==> src/rtl/core/modrm_sib_operand_decode_defines.svh <==
// ---------------------------------------------------------------------------
// modrm_sib_operand_decode_defines.svh
// Assertion macros shared by the operand decoder RTL.
// ---------------------------------------------------------------------------
`ifndef MODRM_SIB_OPERAND_DECODE_DEFINES_SVH
`define MODRM_SIB_OPERAND_DECODE_DEFINES_SVH

// same-cycle implication, checked out of reset
`define MSOD_ASSERT_SAME(label, ante, cons, msg) \
    label: assert property (@(posedge clk) disable iff (!rst_n) (ante) |-> (cons)) \
        else $error(msg);

// next-cycle implication, checked out of reset
`define MSOD_ASSERT_NEXT(label, ante, cons, msg) \
    label: assert property (@(posedge clk) disable iff (!rst_n) (ante) |=> (cons)) \
        else $error(msg);

`endif

==> src/rtl/core/msod_pkg.sv <==
// ---------------------------------------------------------------------------
// msod_pkg
// Types, codes and helpers for the ModRM/SIB operand decoder.
// ---------------------------------------------------------------------------
package msod_pkg;

    localparam int TAIL_W = 40;
    localparam int DISP_W = 32;

    // ModRM fields
    localparam logic [1:0] MOD_NO_DISP = 2'd0;
    localparam logic [1:0] MOD_DISP8   = 2'd1;
    localparam logic [1:0] MOD_DISP32  = 2'd2;
    localparam logic [1:0] MOD_REG     = 2'd3;
    localparam logic [2:0] RM_SIB      = 3'd4;
    localparam logic [2:0] RM_RIPDISP  = 3'd5;
    localparam logic [2:0] SIB_NO_BASE = 3'd5;
    localparam logic [2:0] SIB_NO_IDX  = 3'd4;

    // operand size codes
    localparam logic [1:0] SIZE_16 = 2'd1;
    localparam logic [1:0] SIZE_32 = 2'd2;
    localparam logic [1:0] SIZE_64 = 2'd3;
    localparam logic [2:0] OVR_MIN = 3'd1;
    localparam logic [2:0] OVR_MAX = 3'd4;

    typedef enum logic [1:0] {
        KIND_REG  = 2'd0,
        KIND_DISP = 2'd1,
        KIND_BASE = 2'd2,
        KIND_SIB  = 2'd3
    } rm_kind_t;

    typedef enum logic [1:0] {
        DLEN_NONE = 2'd0,
        DLEN_8    = 2'd1,
        DLEN_32   = 2'd2
    } disp_len_t;

    // stage 1: prefixes resolved, ModRM split
    typedef struct packed {
        logic [1:0]        pfx_cnt;
        logic [1:0]        size;
        logic [3:0]        reg_op;
        logic              rex_x;
        logic              rex_b;
        logic [1:0]        mod;
        logic [2:0]        rm;
        logic [TAIL_W-1:0] tail;
    } s1_t;

    // stage 2: operand form decoded
    typedef struct packed {
        logic [1:0]        pfx_cnt;
        logic [1:0]        size;
        logic [3:0]        reg_op;
        rm_kind_t          kind;
        logic [3:0]        rm_reg;
        logic              bval;
        logic [3:0]        breg;
        logic              ival;
        logic [3:0]        ireg;
        logic [1:0]        scale;
        logic              sib_used;
        disp_len_t         dlen;
        logic [TAIL_W-1:0] tail;
    } s2_t;

    // stage 3: finished result
    typedef struct packed {
        rm_kind_t          kind;
        logic [1:0]        size;
        logic [3:0]        reg_op;
        logic [3:0]        rm_reg;
        logic              bval;
        logic [3:0]        breg;
        logic              ival;
        logic [3:0]        ireg;
        logic [1:0]        scale;
        logic [DISP_W-1:0] disp;
        logic [3:0]        bytes;
    } s3_t;

    function automatic logic [3:0] disp_bytes(input disp_len_t dlen);
        logic [3:0] n;
        unique case (dlen)
            DLEN_8:  n = 4'd1;
            DLEN_32: n = 4'd4;
            default: n = 4'd0;
        endcase
        return n;
    endfunction

endpackage

==> src/rtl/core/modrm_sib_operand_decode.sv <==
// ---------------------------------------------------------------------------
// modrm_sib_operand_decode
// x86-64 ModRM/SIB operand decoder, three-stage pipeline.
// ---------------------------------------------------------------------------
// Usage:
//   Request channel (req_valid/req_ready) carries the prefix flags, the
//   size override, the ModRM byte and the five bytes that follow it.
//   Response channel (rsp_valid/rsp_ready) returns one decoded operand per
//   request: r/m form, operand size, reg operand, base/index/scale,
//   sign-extended displacement and the byte count.
//   Path: a request moves through registered stages 1, 2 and 3; rsp_valid
//   rises when it reaches stage 3, and it is taken while rsp_ready is high.
//   Throughput: one request per cycle while not stalled; a stage holds
//   one request, advancing when the stage downstream is empty or moving.
//   Stalls: when rsp_ready is low the output stage holds its result and the
//   upper stages keep filling bubbles; req_ready drops only once all three
//   stages hold a request. Nothing is dropped or repeated.
//   Reset: rst_n clears all stage valid bits; the data registers are not
//   reset, and the block accepts a request as soon as reset is released.
// Stage work:
//   1 - REX masking, operand size, reg field, prefix count.
//   2 - r/m form, base/index/scale, displacement length.
//   3 - displacement extraction and sign extension, byte count.
// ---------------------------------------------------------------------------
`include "modrm_sib_operand_decode_defines.svh"

module modrm_sib_operand_decode
    import msod_pkg::*;
(
    input  logic                clk,
    input  logic                rst_n,
    // request channel
    input  logic                req_valid,
    output logic                req_ready,
    input  logic                has_opsize_prefix,
    input  logic                has_rex,
    input  logic [3:0]          rex_low_bits,
    input  logic [2:0]          size_override,
    input  logic [7:0]          modrm_byte,
    input  logic [TAIL_W-1:0]   tail_bytes,
    // response channel
    output logic                rsp_valid,
    input  logic                rsp_ready,
    output logic [1:0]          rm_kind,
    output logic [1:0]          operand_size,
    output logic [3:0]          reg_operand,
    output logic [3:0]          rm_register,
    output logic                base_valid,
    output logic [3:0]          base_regnum,
    output logic                index_valid,
    output logic [3:0]          index_regnum,
    output logic [1:0]          scale_log2,
    output logic signed [DISP_W-1:0] displacement,
    output logic [3:0]          bytes_used
);

    // -----------------------------------------------------------------------
    // stage valid bits and flow control
    // -----------------------------------------------------------------------
    logic v1_reg, v1_next;
    logic v2_reg, v2_next;
    logic v3_reg, v3_next;
    logic s1_free, s2_free, s3_free;

    s1_t s1_reg, s1_next;
    s2_t s2_reg, s2_next;
    s3_t s3_reg, s3_next;

    // a stage can load when it is empty or its content moves on this cycle
    assign s3_free   = !v3_reg || rsp_ready;
    assign s2_free   = !v2_reg || s3_free;
    assign s1_free   = !v1_reg || s2_free;
    assign req_ready = s1_free;

    assign v1_next = s1_free ? req_valid : v1_reg;
    assign v2_next = s2_free ? v1_reg    : v2_reg;
    assign v3_next = s3_free ? v2_reg    : v3_reg;

    always_ff @(posedge clk or negedge rst_n)
    begin
        if (!rst_n)
        begin
            v1_reg <= 1'b0;
            v2_reg <= 1'b0;
            v3_reg <= 1'b0;
        end
        else
        begin
            v1_reg <= v1_next;
            v2_reg <= v2_next;
            v3_reg <= v3_next;
        end
    end

    // -----------------------------------------------------------------------
    // stage 1: prefixes and ModRM split
    // -----------------------------------------------------------------------
    always_comb
    begin
        logic [3:0] rex;
        rex = has_rex ? rex_low_bits : 4'd0;

        // default 32, 0x66 gives 16, REX.W wins, override 1..4 replaces all
        if (size_override >= OVR_MIN && size_override <= OVR_MAX)
            s1_next.size = 2'(size_override - OVR_MIN);
        else if (rex[3])
            s1_next.size = SIZE_64;
        else if (has_opsize_prefix)
            s1_next.size = SIZE_16;
        else
            s1_next.size = SIZE_32;

        s1_next.pfx_cnt = {1'b0, has_opsize_prefix} + {1'b0, has_rex};
        s1_next.reg_op  = {rex[2], modrm_byte[5:3]};
        s1_next.rex_x   = rex[1];
        s1_next.rex_b   = rex[0];
        s1_next.mod     = modrm_byte[7:6];
        s1_next.rm      = modrm_byte[2:0];
        s1_next.tail    = tail_bytes;
    end

    always_ff @(posedge clk)
    begin
        if (s1_free)
            s1_reg <= s1_next;
    end

    // -----------------------------------------------------------------------
    // stage 2: r/m form
    // -----------------------------------------------------------------------
    always_comb
    begin
        logic [1:0] sib_s;
        logic [2:0] sib_i;
        logic [2:0] sib_b;
        sib_s = s1_reg.tail[7:6];
        sib_i = s1_reg.tail[5:3];
        sib_b = s1_reg.tail[2:0];

        s2_next.pfx_cnt  = s1_reg.pfx_cnt;
        s2_next.size     = s1_reg.size;
        s2_next.reg_op   = s1_reg.reg_op;
        s2_next.tail     = s1_reg.tail;
        s2_next.kind     = KIND_REG;
        s2_next.rm_reg   = 4'd0;
        s2_next.bval     = 1'b0;
        s2_next.breg     = 4'd0;
        s2_next.ival     = 1'b0;
        s2_next.ireg     = 4'd0;
        s2_next.scale    = 2'd0;
        s2_next.sib_used = 1'b0;

        unique case (s1_reg.mod)
            MOD_DISP8:  s2_next.dlen = DLEN_8;
            MOD_DISP32: s2_next.dlen = DLEN_32;
            default:    s2_next.dlen = DLEN_NONE;
        endcase

        if (s1_reg.mod == MOD_REG)
        begin
            s2_next.rm_reg = {s1_reg.rex_b, s1_reg.rm};
        end
        else if (s1_reg.rm == RM_SIB)
        begin
            s2_next.kind     = KIND_SIB;
            s2_next.sib_used = 1'b1;
            // no base with mod 0: disp32 follows the SIB instead
            if (s1_reg.mod == MOD_NO_DISP && sib_b == SIB_NO_BASE)
                s2_next.dlen = DLEN_32;
            else
            begin
                s2_next.bval = 1'b1;
                s2_next.breg = {s1_reg.rex_b, sib_b};
            end
            // index 4 means none unless REX.X lifts it to r12
            if (sib_i != SIB_NO_IDX || s1_reg.rex_x)
            begin
                s2_next.ival  = 1'b1;
                s2_next.ireg  = {s1_reg.rex_x, sib_i};
                s2_next.scale = sib_s;
            end
        end
        else if (s1_reg.mod == MOD_NO_DISP && s1_reg.rm == RM_RIPDISP)
        begin
            s2_next.kind = KIND_DISP;
            s2_next.dlen = DLEN_32;
        end
        else
        begin
            s2_next.kind = KIND_BASE;
            s2_next.bval = 1'b1;
            s2_next.breg = {s1_reg.rex_b, s1_reg.rm};
        end
    end

    always_ff @(posedge clk)
    begin
        if (s2_free)
            s2_reg <= s2_next;
    end

    // -----------------------------------------------------------------------
    // stage 3: displacement and byte count
    // -----------------------------------------------------------------------
    always_comb
    begin
        logic [7:0]        d8;
        logic [DISP_W-1:0] d32;
        // displacement starts right after the SIB byte when there is one
        d8  = s2_reg.sib_used ? s2_reg.tail[15:8] : s2_reg.tail[7:0];
        d32 = s2_reg.sib_used ? s2_reg.tail[39:8] : s2_reg.tail[31:0];

        s3_next.kind   = s2_reg.kind;
        s3_next.size   = s2_reg.size;
        s3_next.reg_op = s2_reg.reg_op;
        s3_next.rm_reg = s2_reg.rm_reg;
        s3_next.bval   = s2_reg.bval;
        s3_next.breg   = s2_reg.breg;
        s3_next.ival   = s2_reg.ival;
        s3_next.ireg   = s2_reg.ireg;
        s3_next.scale  = s2_reg.scale;

        case (s2_reg.dlen)
            DLEN_8:  s3_next.disp = {{(DISP_W-8){d8[7]}}, d8};
            DLEN_32: s3_next.disp = d32;
            default: s3_next.disp = '0;
        endcase

        s3_next.bytes = {2'd0, s2_reg.pfx_cnt} + 4'd1 + {3'd0, s2_reg.sib_used}
                      + disp_bytes(s2_reg.dlen);
    end

    always_ff @(posedge clk)
    begin
        if (s3_free)
            s3_reg <= s3_next;
    end

    // -----------------------------------------------------------------------
    // outputs
    // -----------------------------------------------------------------------
    assign rsp_valid    = v3_reg;
    assign rm_kind      = s3_reg.kind;
    assign operand_size = s3_reg.size;
    assign reg_operand  = s3_reg.reg_op;
    assign rm_register  = s3_reg.rm_reg;
    assign base_valid   = s3_reg.bval;
    assign base_regnum  = s3_reg.breg;
    assign index_valid  = s3_reg.ival;
    assign index_regnum = s3_reg.ireg;
    assign scale_log2   = s3_reg.scale;
    assign displacement = s3_reg.disp;
    assign bytes_used   = s3_reg.bytes;

    // -----------------------------------------------------------------------
    // assertions
    // -----------------------------------------------------------------------
    `MSOD_ASSERT_NEXT(a_accept_fills_s1, req_valid && req_ready, v1_reg,
        "accepted request did not reach stage 1")
    `MSOD_ASSERT_NEXT(a_stall_keeps_out, rsp_valid && !rsp_ready, rsp_valid && $stable(s3_reg),
        "output stage changed while stalled")
    `MSOD_ASSERT_SAME(a_reg_form_no_mem, rsp_valid && rm_kind == KIND_REG,
        !base_valid && !index_valid && displacement == '0,
        "register operand carries memory fields")
    `MSOD_ASSERT_SAME(a_index_needs_sib, rsp_valid && index_valid, rm_kind == KIND_SIB,
        "index register outside SIB form")
    `MSOD_ASSERT_SAME(a_disp_only_len, rsp_valid && rm_kind == KIND_DISP,
        !base_valid && bytes_used >= 4'd5,
        "displacement-only form with base or short length")

endmodule
==> config.mk <==
export PLATFORM = sky130hd
export DESIGN_NAME = modrm_sib_operand_decode
export DESIGN_NICKNAME = d
export VERILOG_FILES = /design/src/rtl/core/msod_pkg.sv /design/src/rtl/core/modrm_sib_operand_decode.sv
export VERILOG_INCLUDE_DIRS = /design/src /design/src/rtl/core
export SDC_FILE = /design/constraint.sdc
export NUM_CORES = 1
export LEC_CHECK = 0
export BUFFER_PORTS_ARGS = -buffer_cell sky130_fd_sc_hd__buf_2
export CORE_UTILIZATION = 55
export DETAILED_ROUTE_END_ITERATION = 6
export GPL_TIMING_DRIVEN = 0
export MAX_ROUTING_LAYER = met4
export PLACE_DENSITY_LB_ADDON = 0.12
export SYNTH_ARGS = -nofsm -noshare
export SYNTH_HDL_FRONTEND = slang
export SYNTH_SLANG_ARGS = --single-unit
==> constraint.sdc <==
create_clock -name clk -period 3.8 [get_ports clk]
set_input_delay 0 -clock clk [delete_from_list [all_inputs] [get_ports clk]]
set_output_delay 0 -clock clk [all_outputs]
set_load 0.03 [all_outputs]
==> Word level (Yosys, flattened, before mapping) <==
Index checks and enable logic that the tools add are counted.
{ "totals": {"reg_bits": 187, "input_bits": 61, "out_inout_bits": 62, "elab_cells": 87} }
{ "op_classes": {"n_addsub": 5, "order_cmp": 2, "n_eq_ne": 9, "n_mux": 20, "bitwise": 2, "reduce_logical": 13} }
{ "op_table": {"columns": ["op", "count"], "rows": [
  ["32-bit case mux with 2 select lines", 1],
  ["32-bit 2-to-1 mux", 1],
  ["2-bit 2-to-1 mux", 9],
  ["5-bit 2-to-1 mux", 3],
  ["3-bit equality test, second input constant", 3],
  ["8-bit 2-to-1 mux", 1],
  ["7-bit 2-to-1 mux", 1],
  ["2-bit equality test, second input constant", 3],
  ["3-bit case mux with 2 select lines", 1],
  ["3-bit by 1-bit adder with 4-bit output", 1],
  ["4-bit adder", 1],
  ["2-bit by 1-bit equality test with 1-bit output, second input constant", 2],
  ["1-bit logical OR", 4],
  ["4-bit 2-to-1 mux", 1],
  ["2-bit case mux with 2 select lines", 1],
  ["2-bit by 1-bit adder with 3-bit output, second input constant", 1],
  ["3-bit by 1-bit >= comparator with 1-bit output, second input constant", 1],
  ["3-bit less-or-equal comparator, second input constant", 1],
  ["1-bit logical AND", 3],
  ["1-bit zero test", 3],
  ["3-bit inequality test, second input constant", 1],
  ["3-bit OR reduction", 1],
  ["1-bit by 1-bit adder with 2-bit output", 1],
  ["2-bit zero test", 1],
  ["other kinds (4)", 5]
]} }

==> Logic depth before layout (Yosys ltp) <==
Gate-level depths: netlist of run 1.
{ "logic_depth": {"word_depth": 5, "ltp_mapped": 8, "depth_no_buf": 8} }

==> Worst setup path before layout of run 1 <==
Ideal clock, no wire load.
{ "synth_path": {"path_kind": "register -> register", "startpoint": "register v3_reg, in the netlist rsp_valid", "endpoint": "register s1_reg[0] (netlist name) (enable)", "setup_ns": 1.002, "t_arrival_ns": 2.419, "t_required_ns": 2.798, "slack_ns": 0.380, "stages_incl_launch_ff": 2, "n_path_buf": 0, "period_less_slack_ns": 3.420, "path_cell_list": "dfrtp_1 > nand4b_1"} }
{ "synth_between": {"elab_chain_cells": 4} }
{ "synth_rtl": {"columns": ["element", "line_no", "text"], "rows": [
  ["start: declaration", "modrm_sib_operand_decode.sv:62", "logic v3_reg, v3_next;"],
  ["start signal: assignment", "modrm_sib_operand_decode.sv:91", "v3_reg <= v3_next;"],
  ["1-bit zero test", "modrm_sib_operand_decode.sv:70", "assign s3_free = !v3_reg || rsp_ready;"],
  ["1-bit logical OR", "modrm_sib_operand_decode.sv:70", null],
  ["1-bit logical OR", "modrm_sib_operand_decode.sv:71", "assign s2_free = !v2_reg || s3_free;"],
  ["1-bit logical OR", "modrm_sib_operand_decode.sv:72", "assign s1_free = !v1_reg || s2_free;"],
  ["via req_ready", "modrm_sib_operand_decode.sv:34", "output logic req_ready,"],
  ["end signal: assignment", "modrm_sib_operand_decode.sv:125", "s1_reg <= s1_next;"],
  ["end: declaration", "modrm_sib_operand_decode.sv:65", "s1_t s1_reg, s1_next;"]
]} }
The timed path passes the listed nets, and every way through them passes these cells.
A chain may end at the register's enable or synchronous reset.

==> Final worst setup path of run 1 <==
{ "layout_path": {"startpoint": "register v3_reg, in the netlist rsp_valid", "endpoint": "output port req_ready"} }
{ "layout_between": {"elab_chain_cells": 4} }
{ "layout_rtl": {"columns": ["element", "line_no"], "rows": [
  ["1-bit zero test", "modrm_sib_operand_decode.sv:70"],
  ["1-bit logical OR", "modrm_sib_operand_decode.sv:70"],
  ["1-bit logical OR", "modrm_sib_operand_decode.sv:71"],
  ["1-bit logical OR", "modrm_sib_operand_decode.sv:72"],
  ["end: declaration", "modrm_sib_operand_decode.sv:34"]
]} }
Every way passes these cells.

==> run_results.csv, run 1 <==
group,metric,value,unit
run_status,status,"complete, no violations",
synth,syn-num-nets,443,
grt,grt_start_max_net_pins,62,
critical_path,max_stage_delay,680,ps
sta,tightestPinTransition,876.8,ps
sta,max_freq,463.9,MHz
grt,grt_remaining_overflow,0,
clocking,root_buffer,"clkbuf_16",
sta,setup_viol,0,
synth,ys_ff_latch,187,
sta,slew_viol_final,0,
grt,antenna_found_initial,0,
layout,layout_commonest_cell,"edfxtp_1",
clocking,cts_buffer_depth,2,
synth,syn_area,0.006862,mm^2
sta,skew,6.002,ps
place,globalplace.congestion,0.8370,
synth,yosysWarnings,0,
clocking,clk_latency,430,ps
critical_path,worstSetupPathType,"reg -> out",
critical_path,cp_data_required_time,3800,ps
route,num_vias,3825,
job,drv_cap,0,
power_and_ir_drop,power.density_cell_area,580.9,mW/mm^2
critical_path,startpoint_type,"flop",
layout,utilization,0.7522,
grt,grt_pass1_wl,19970,um
synth,synth.yosys.seq_area_share,0.8162,
grt,grt.total_usage,0.2254,
die,dieWidth,113.7,um
layout,syn2layout_area_growth,32.22,%
layout,drive_gt1_frac,0.3300,
layout,final_area,0.009072,mm^2
place,place_area,0.007820,mm^2
die,rows,40,
hold_path,hp-class,"in -> reg",
layout,largest_register_ffs,69,
clocking,cts_resized,0,
clocking,clk_pin_slew,60,ps
sta,period_share,0.5673,
die,start_util,0.5689,
hold_path,hold_start,"size_override[2]",
synth,avgSynthCellArea,18.49,um^2
route,drtIter0Drc,328,
sta,hold_viol,0,
route,wl_per_cell,17.12,um
critical_path,path_cells,"nand4b_1 -> buf_16 -> buf_2",
die,die-area,0.01293,mm^2
place,hpwlAfterDp,7963,um
clocking,cts_buffers,17,
critical_path,crit_arrival,2160,ps
clocking,cts.sinks,187,
route,antenna_left,0,
layout,diodes,0,
route,routed_wl,13040,um
power_and_ir_drop,static-leakage-power,0.003597,uW
place,port_buffers,122,
critical_path,critPathMaxFanout,17,
clocking,cts_setup_buffers,0,
die,die_h,113.7,um
clocking,tritoncts,"done",
critical_path,crit_slowest_cell,"nand4b_1",
layout,final_nets,653,
critical_path,reg2reg_from,"s2_reg[42]",
synth,synthDistinctLibCells,36,
clocking,cts_max_level,4,
die,coreArea,0.01206,mm^2
power_and_ir_drop,irDropWorstVdd,469.5,uV
die,ios,123,
critical_path,crit_start,"rsp_valid",
sta,rsz0062_at_grt,"false",
sta,finalSetupTns,0,ps
clocking,cts_hold_buf,62,
critical_path,critPathCaptureType,"output pin",
route,viasPerCell,5.020,
synth,synthCells,371,
route,drt-pass1-iter-count,5,
sta,max-slew-margin-rel,0.4155,
route,drc,0,
grt,grt_pass1_vias,3930,
sta,post-route-min-period,2156,ps
layout,most-common-layout-cells,"edfxtp_1 (184), buf_2 (125), dlygate4sd3_1 (62)",
layout,fillers,727,
metrics by stage:
step	power [uW]	hold WS [ps]	setup slack, ps	cells
finish	5270	72.64	1644	762
global placement	3341	-205.8	-177.3	661
global route	5443	72.44	1480	762
floorplan	3128	-295.6	379.6	371
CTS	5294	23.19	1586	762
detailed placement	3377	-201.7	1699	668
worst max-delay path, delay by kind of cell (launching register included):
family | cells | cell delay, ps
and+or+nand+nor | 1 | 680
buffers and inverters | 2 | 620
DFF | 1 | 420
synth_stat cells, drive strengths merged:
| cell type | number | area (um^2) |
|---|---|---|
| a2111oi | 1 | 27.53 |
| a211oi | 1 | 7.510 |
| a21bo | 1 | 10.01 |
| a21boi | 1 | 7.510 |
| a21oi | 29 | 145.1 |
| a22oi | 1 | 7.510 |
| a31oi | 4 | 25.02 |
| and2 | 9 | 56.30 |
| and3 | 3 | 18.77 |
| and3b | 2 | 17.52 |
| buf | 7 | 48.79 |
| clkbuf | 8 | 30.03 |
| dfrtp | 3 | 75.07 |
| edfxtp | 184 | 5525 |
| fa | 1 | 20.02 |
| ha | 10 | 125.1 |
| inv | 10 | 37.54 |
| mux2 | 26 | 292.8 |
| mux2i | 8 | 80.08 |
| nand2 | 27 | 101.4 |
| nand2b | 5 | 31.28 |
| nand3b | 1 | 7.510 |
| nand4b | 1 | 8.760 |
| nor2 | 12 | 45.04 |
| nor2b | 5 | 33.78 |
| nor3 | 3 | 20.02 |
| o21a | 2 | 15.01 |
| o21ai | 2 | 10.01 |
| o21bai | 1 | 7.510 |
| o41ai | 1 | 8.760 |
| or2 | 1 | 6.260 |
| xor2 | 1 | 8.760 |
power by group:
part           internal, uW  total [uW]  switching, uW
Clock                  1160        1880            723
Sequential             2570        2650           85.9
Combinational           266         735            469
Total                  3990        5270           1280
metal layers:
layer,share of wire,track usage,vias up
met3,0.061,0.06323,26
met4,0.026,0.1167,0
met5,0,-,-
li1,-,-,1823
met2,0.50,0.3553,163
met1,0.41,0.2667,1813
worst paths after layout:
check	endpoint	slack, ps	cells after the start
worst max-delay path	req_ready	1640	3
worst min-delay path	s1_reg[52]	70	3
worst max register to register	bytes_used[2]	1710	8
worst min register to register	s2_reg[10]	410	0
max in group asynchronous	rsp_valid	3210	3
min in group asynchronous	v2_reg	440	3
layout make-up:
class	instances	area, um^2	area share
Timing Repair Buffer	191	1361	0.1500
Buffer	15	78.83	0.008688
Sequential cell	187	5600	0.6173
Multi-Input combinational cell	159	1152	0.1270
Clock inverter	13	198.9	0.02193
Clock buffer	19	432.9	0.04772
Inverter	10	37.54	0.004137
Tap cell	168	210.2	0.02317
cells by family after synthesis:
kind of cell | share of synthesized area
XOR/XNOR | 0.001277
AO/OA/AOI/OAI | 0.03957
adder cells (fa/ha/maj) | 0.02115
multiplexers | 0.05434
flip-flops | 0.8162
buffers and inverters | 0.01696
AND/OR/NAND/NOR | 0.05051
No activity file was read; power rests on OpenSTA's default activity.
==> run 2: changes to the inputs <==
ABC_AREA = 1   (was default)
CORE_UTILIZATION = 50   (was 55)
clock period = 1.79 ns   (was 3.8 ns; I/O delays follow)
==> run 2 against run 1 <==
Against the previous run: the run now ends with setup timing left; flip-flop and latch count unchanged; highest routed layer unchanged; global-route usage decreased by 1.8 points; synthesized cell count increased by 20%; largest power group unchanged; critical path type is now reg -> reg.
==> run_results.csv, run 2 <==
group,metric,value,unit
die,ios,123,
place,hpwlAfterDp,8047,um
layout,most-common-layout-cells,"edfxtp_1 (184), buf_2 (125), dlygate4sd3_1 (61)",
sta,setup_viol,1,
layout,finalNonFillerCells,846,
synth,netlist_top_cells_area,"edfxtp_1 (79%), a21oi_2 (3.3%), nand2_1 (2.6%)",
grt,grt_pass1_vias,4115,
critical_path,r2r_slack,-60,ps
clocking,cts.sinks,187,
critical_path,critPathCaptureType,"flop",
synth,synth_edf_count,184,
sta,tightestPinTransition,494.5,ps
layout,drive_gt1_frac,0.3478,
critical_path,crit_arrival,2020,ps
route,antenna_left,0,
sta,hold_viol,0,
synth,synth.yosys.seq_area_share,0.8017,
clocking,cts_buffer_depth,2,
synth,syn_area,0.006985,mm^2
grt,grt.total_usage,0.2078,
die,start_util,0.5193,
critical_path,reg2reg_from,"s2_reg[41]",
power_and_ir_drop,power.density_cell_area,1185,mW/mm^2
route,wl_per_cell,15.91,um
critical_path,cp_data_required_time,1960,ps
route,drt-pass1-iter-count,4,
power_and_ir_drop,static-leakage-power,0.003823,uW
clocking,tritoncts,"done",
sta,max_freq,540.7,MHz
layout,utilization,0.6861,
die,die_h,120.2,um
synth,synth_flop_cell,"edfxtp_1",
route,routed_wl,13460,um
layout,diodes,0,
grt,grt_start_max_net_pins,43,
sta,max-slew-margin-rel,0.6701,
sta,slew_viol_final,0,
sta,skew,6.609,ps
run_status,failed_checks,"setup timing",
synth,yosysWarnings,0,
hold_path,hold_start,"rex_low_bits[3]",
clocking,cts_max_level,4,
run_status,status,"finished, violations left",
die,rows,42,
synth,post-synth-top-count-cell,"edfxtp_1",
clocking,cts_buffers,17,
synth,syn-num-nets,516,
grt,antenna_found_initial,0,
grt,grt_remaining_overflow,0,
hold_path,hp-class,"in -> reg",
synth,synthCells,444,
place,port_buffers,122,
route,num_vias,4100,
power_and_ir_drop,irDropWorstVdd,748.6,uV
synth,netlist.area_leader.share,0.7910,
place,globalplace.congestion,0.8782,
layout,fillers,992,
sta,period_share,1.033,
critical_path,worstSetupPathType,"reg -> reg",
critical_path,critPathMaxFanout,2,
clocking,clk_latency,430,ps
layout,syn2layout_area_growth,32.13,%
sta,post-route-min-period,1849,ps
layout,layout_commonest_cell,"edfxtp_1",
route,drtIter0Drc,246,
synth,avgSynthCellArea,15.73,um^2
clocking,clk_pin_slew,60,ps
place,placedCellCount,743,
sta,setup_slack,-59.38,ps
die,dieWidth,120.2,um
synth,ys_ff_latch,187,
layout,largest_register_ffs,69,
layout,final_area,0.009230,mm^2
die,coreArea,0.01345,mm^2
critical_path,startpoint_type,"flop",
place,place_area,0.007891,mm^2
grt,grt_pass1_wl,20960,um
job,drv_cap,0,
synth,ys_async_sr_fraction,0.01604,
clocking,root_buffer,"clkbuf_16",
synth,synthTopCellsByCount,"edfxtp_1 (184), nand2_1 (49), inv_1 (48)",
die,die-area,0.01445,mm^2
route,drc,0,
sta,rsz0062_at_grt,"true",
synth,synth.largest_area_cell,"edfxtp_1",
critical_path,crit_start,"s2_reg[41]",
synth,synthDistinctLibCells,28,
route,viasPerCell,4.846,
layout,final_nets,732,
sta,finalSetupTns,-59.38,ps
run 2: cell types whose count changed in the layout (fill, tap and decap cells not counted), sizes merged, moves of 6 or more:
cell / previous run / this run
clkbuf: 27 / 19
nand3: 0 / 6
o21ai: 2 / 33
and2: 9 / 0
nand2: 27 / 56
nor2: 12 / 33
mux2: 26 / 0
inv: 10 / 55
a21oi: 29 / 43
buf: 136 / 146
mux2i: 8 / 0
run 2: stage by stage:
stage | total power (uW) | hold WS [ps] | worst slack [ps]
floorplan | 6763 | -295.6 | -580.5
detailed placement | 7264 | -197.2 | -611.9
finish | 10940 | 22.58 | -59.38
global route | 11350 | 38.60 | -132.7
global placement | 7214 | -204.9 | -1052
CTS | 10990 | 10.47 | -81.50
run 2: path summary, 6_finish.rpt:
kind	to	cells after the start
worst max register to register	bytes_used[2]	8
worst min register to register	s2_reg[17]	0
max in group asynchronous	rsp_valid	3
worst max-delay path	bytes_used[2]	8
worst min-delay path	s1_reg[51]	5
min in group asynchronous	v1_reg	3
run 2: power breakdown:
part	switching [uW]	internal, uW	total, uW	leakage (uW)
clock network	1530	2030	3550	0.000252
logic	1150	588	1740	0.00163
registers	184	5460	5640	0.00194
total	2860	8070	10900	0.00382
run 2: repair_timing:
item,CTS,global route
endpoints found under the hold margin,59,0
gates resized for setup,13,1
pin swaps,5,2
setup buffers,7,4
setup endpoints to repair,128,114
gates cloned,3,0
hold buffers,61,0
run 2: final cells by class:
cell class / instances / area [um^2] / share of cell area
inverters: 55 / 212.7 / 0.02304
well taps: 176 / 220.2 / 0.02386
clock buffers: 18 / 429.2 / 0.04650
plain buffers: 13 / 117.6 / 0.01274
flip-flops and latches: 187 / 5602 / 0.6069
repair buffers: 195 / 1343 / 0.1455
multi-input cells: 190 / 1175 / 0.1273
clock inverters: 11 / 123.9 / 0.01342
repair inverters: 1 / 7.507 / 0.0008133
run 2: logic make-up after synthesis:
| group | synth area share |
|---|---|
| DFF | 0.8017 |
| buffers and inverters | 0.04514 |
| AOI/OAI and AO/OA | 0.07433 |
| adders and majority gates | 0.02078 |
| and+or+nand+nor | 0.05678 |
| xor gates and xnor gates | 0.001254 |
run 2: per-layer routing:
metal,global-route usage,part of all wire
met4,0.1180,0.036
met2,0.3283,0.50
met3,0.04434,0.057
met5,-,0
met1,0.2498,0.41
run 2: critical path, stage by stage (launching register included):
cell and delay (ps):
edfxtp_1 400, inv_2 100, ha_4 120, inv_2 40, ha_4 240, inv_2 40, ha_4 150, fa_2 330
xor2_1 170
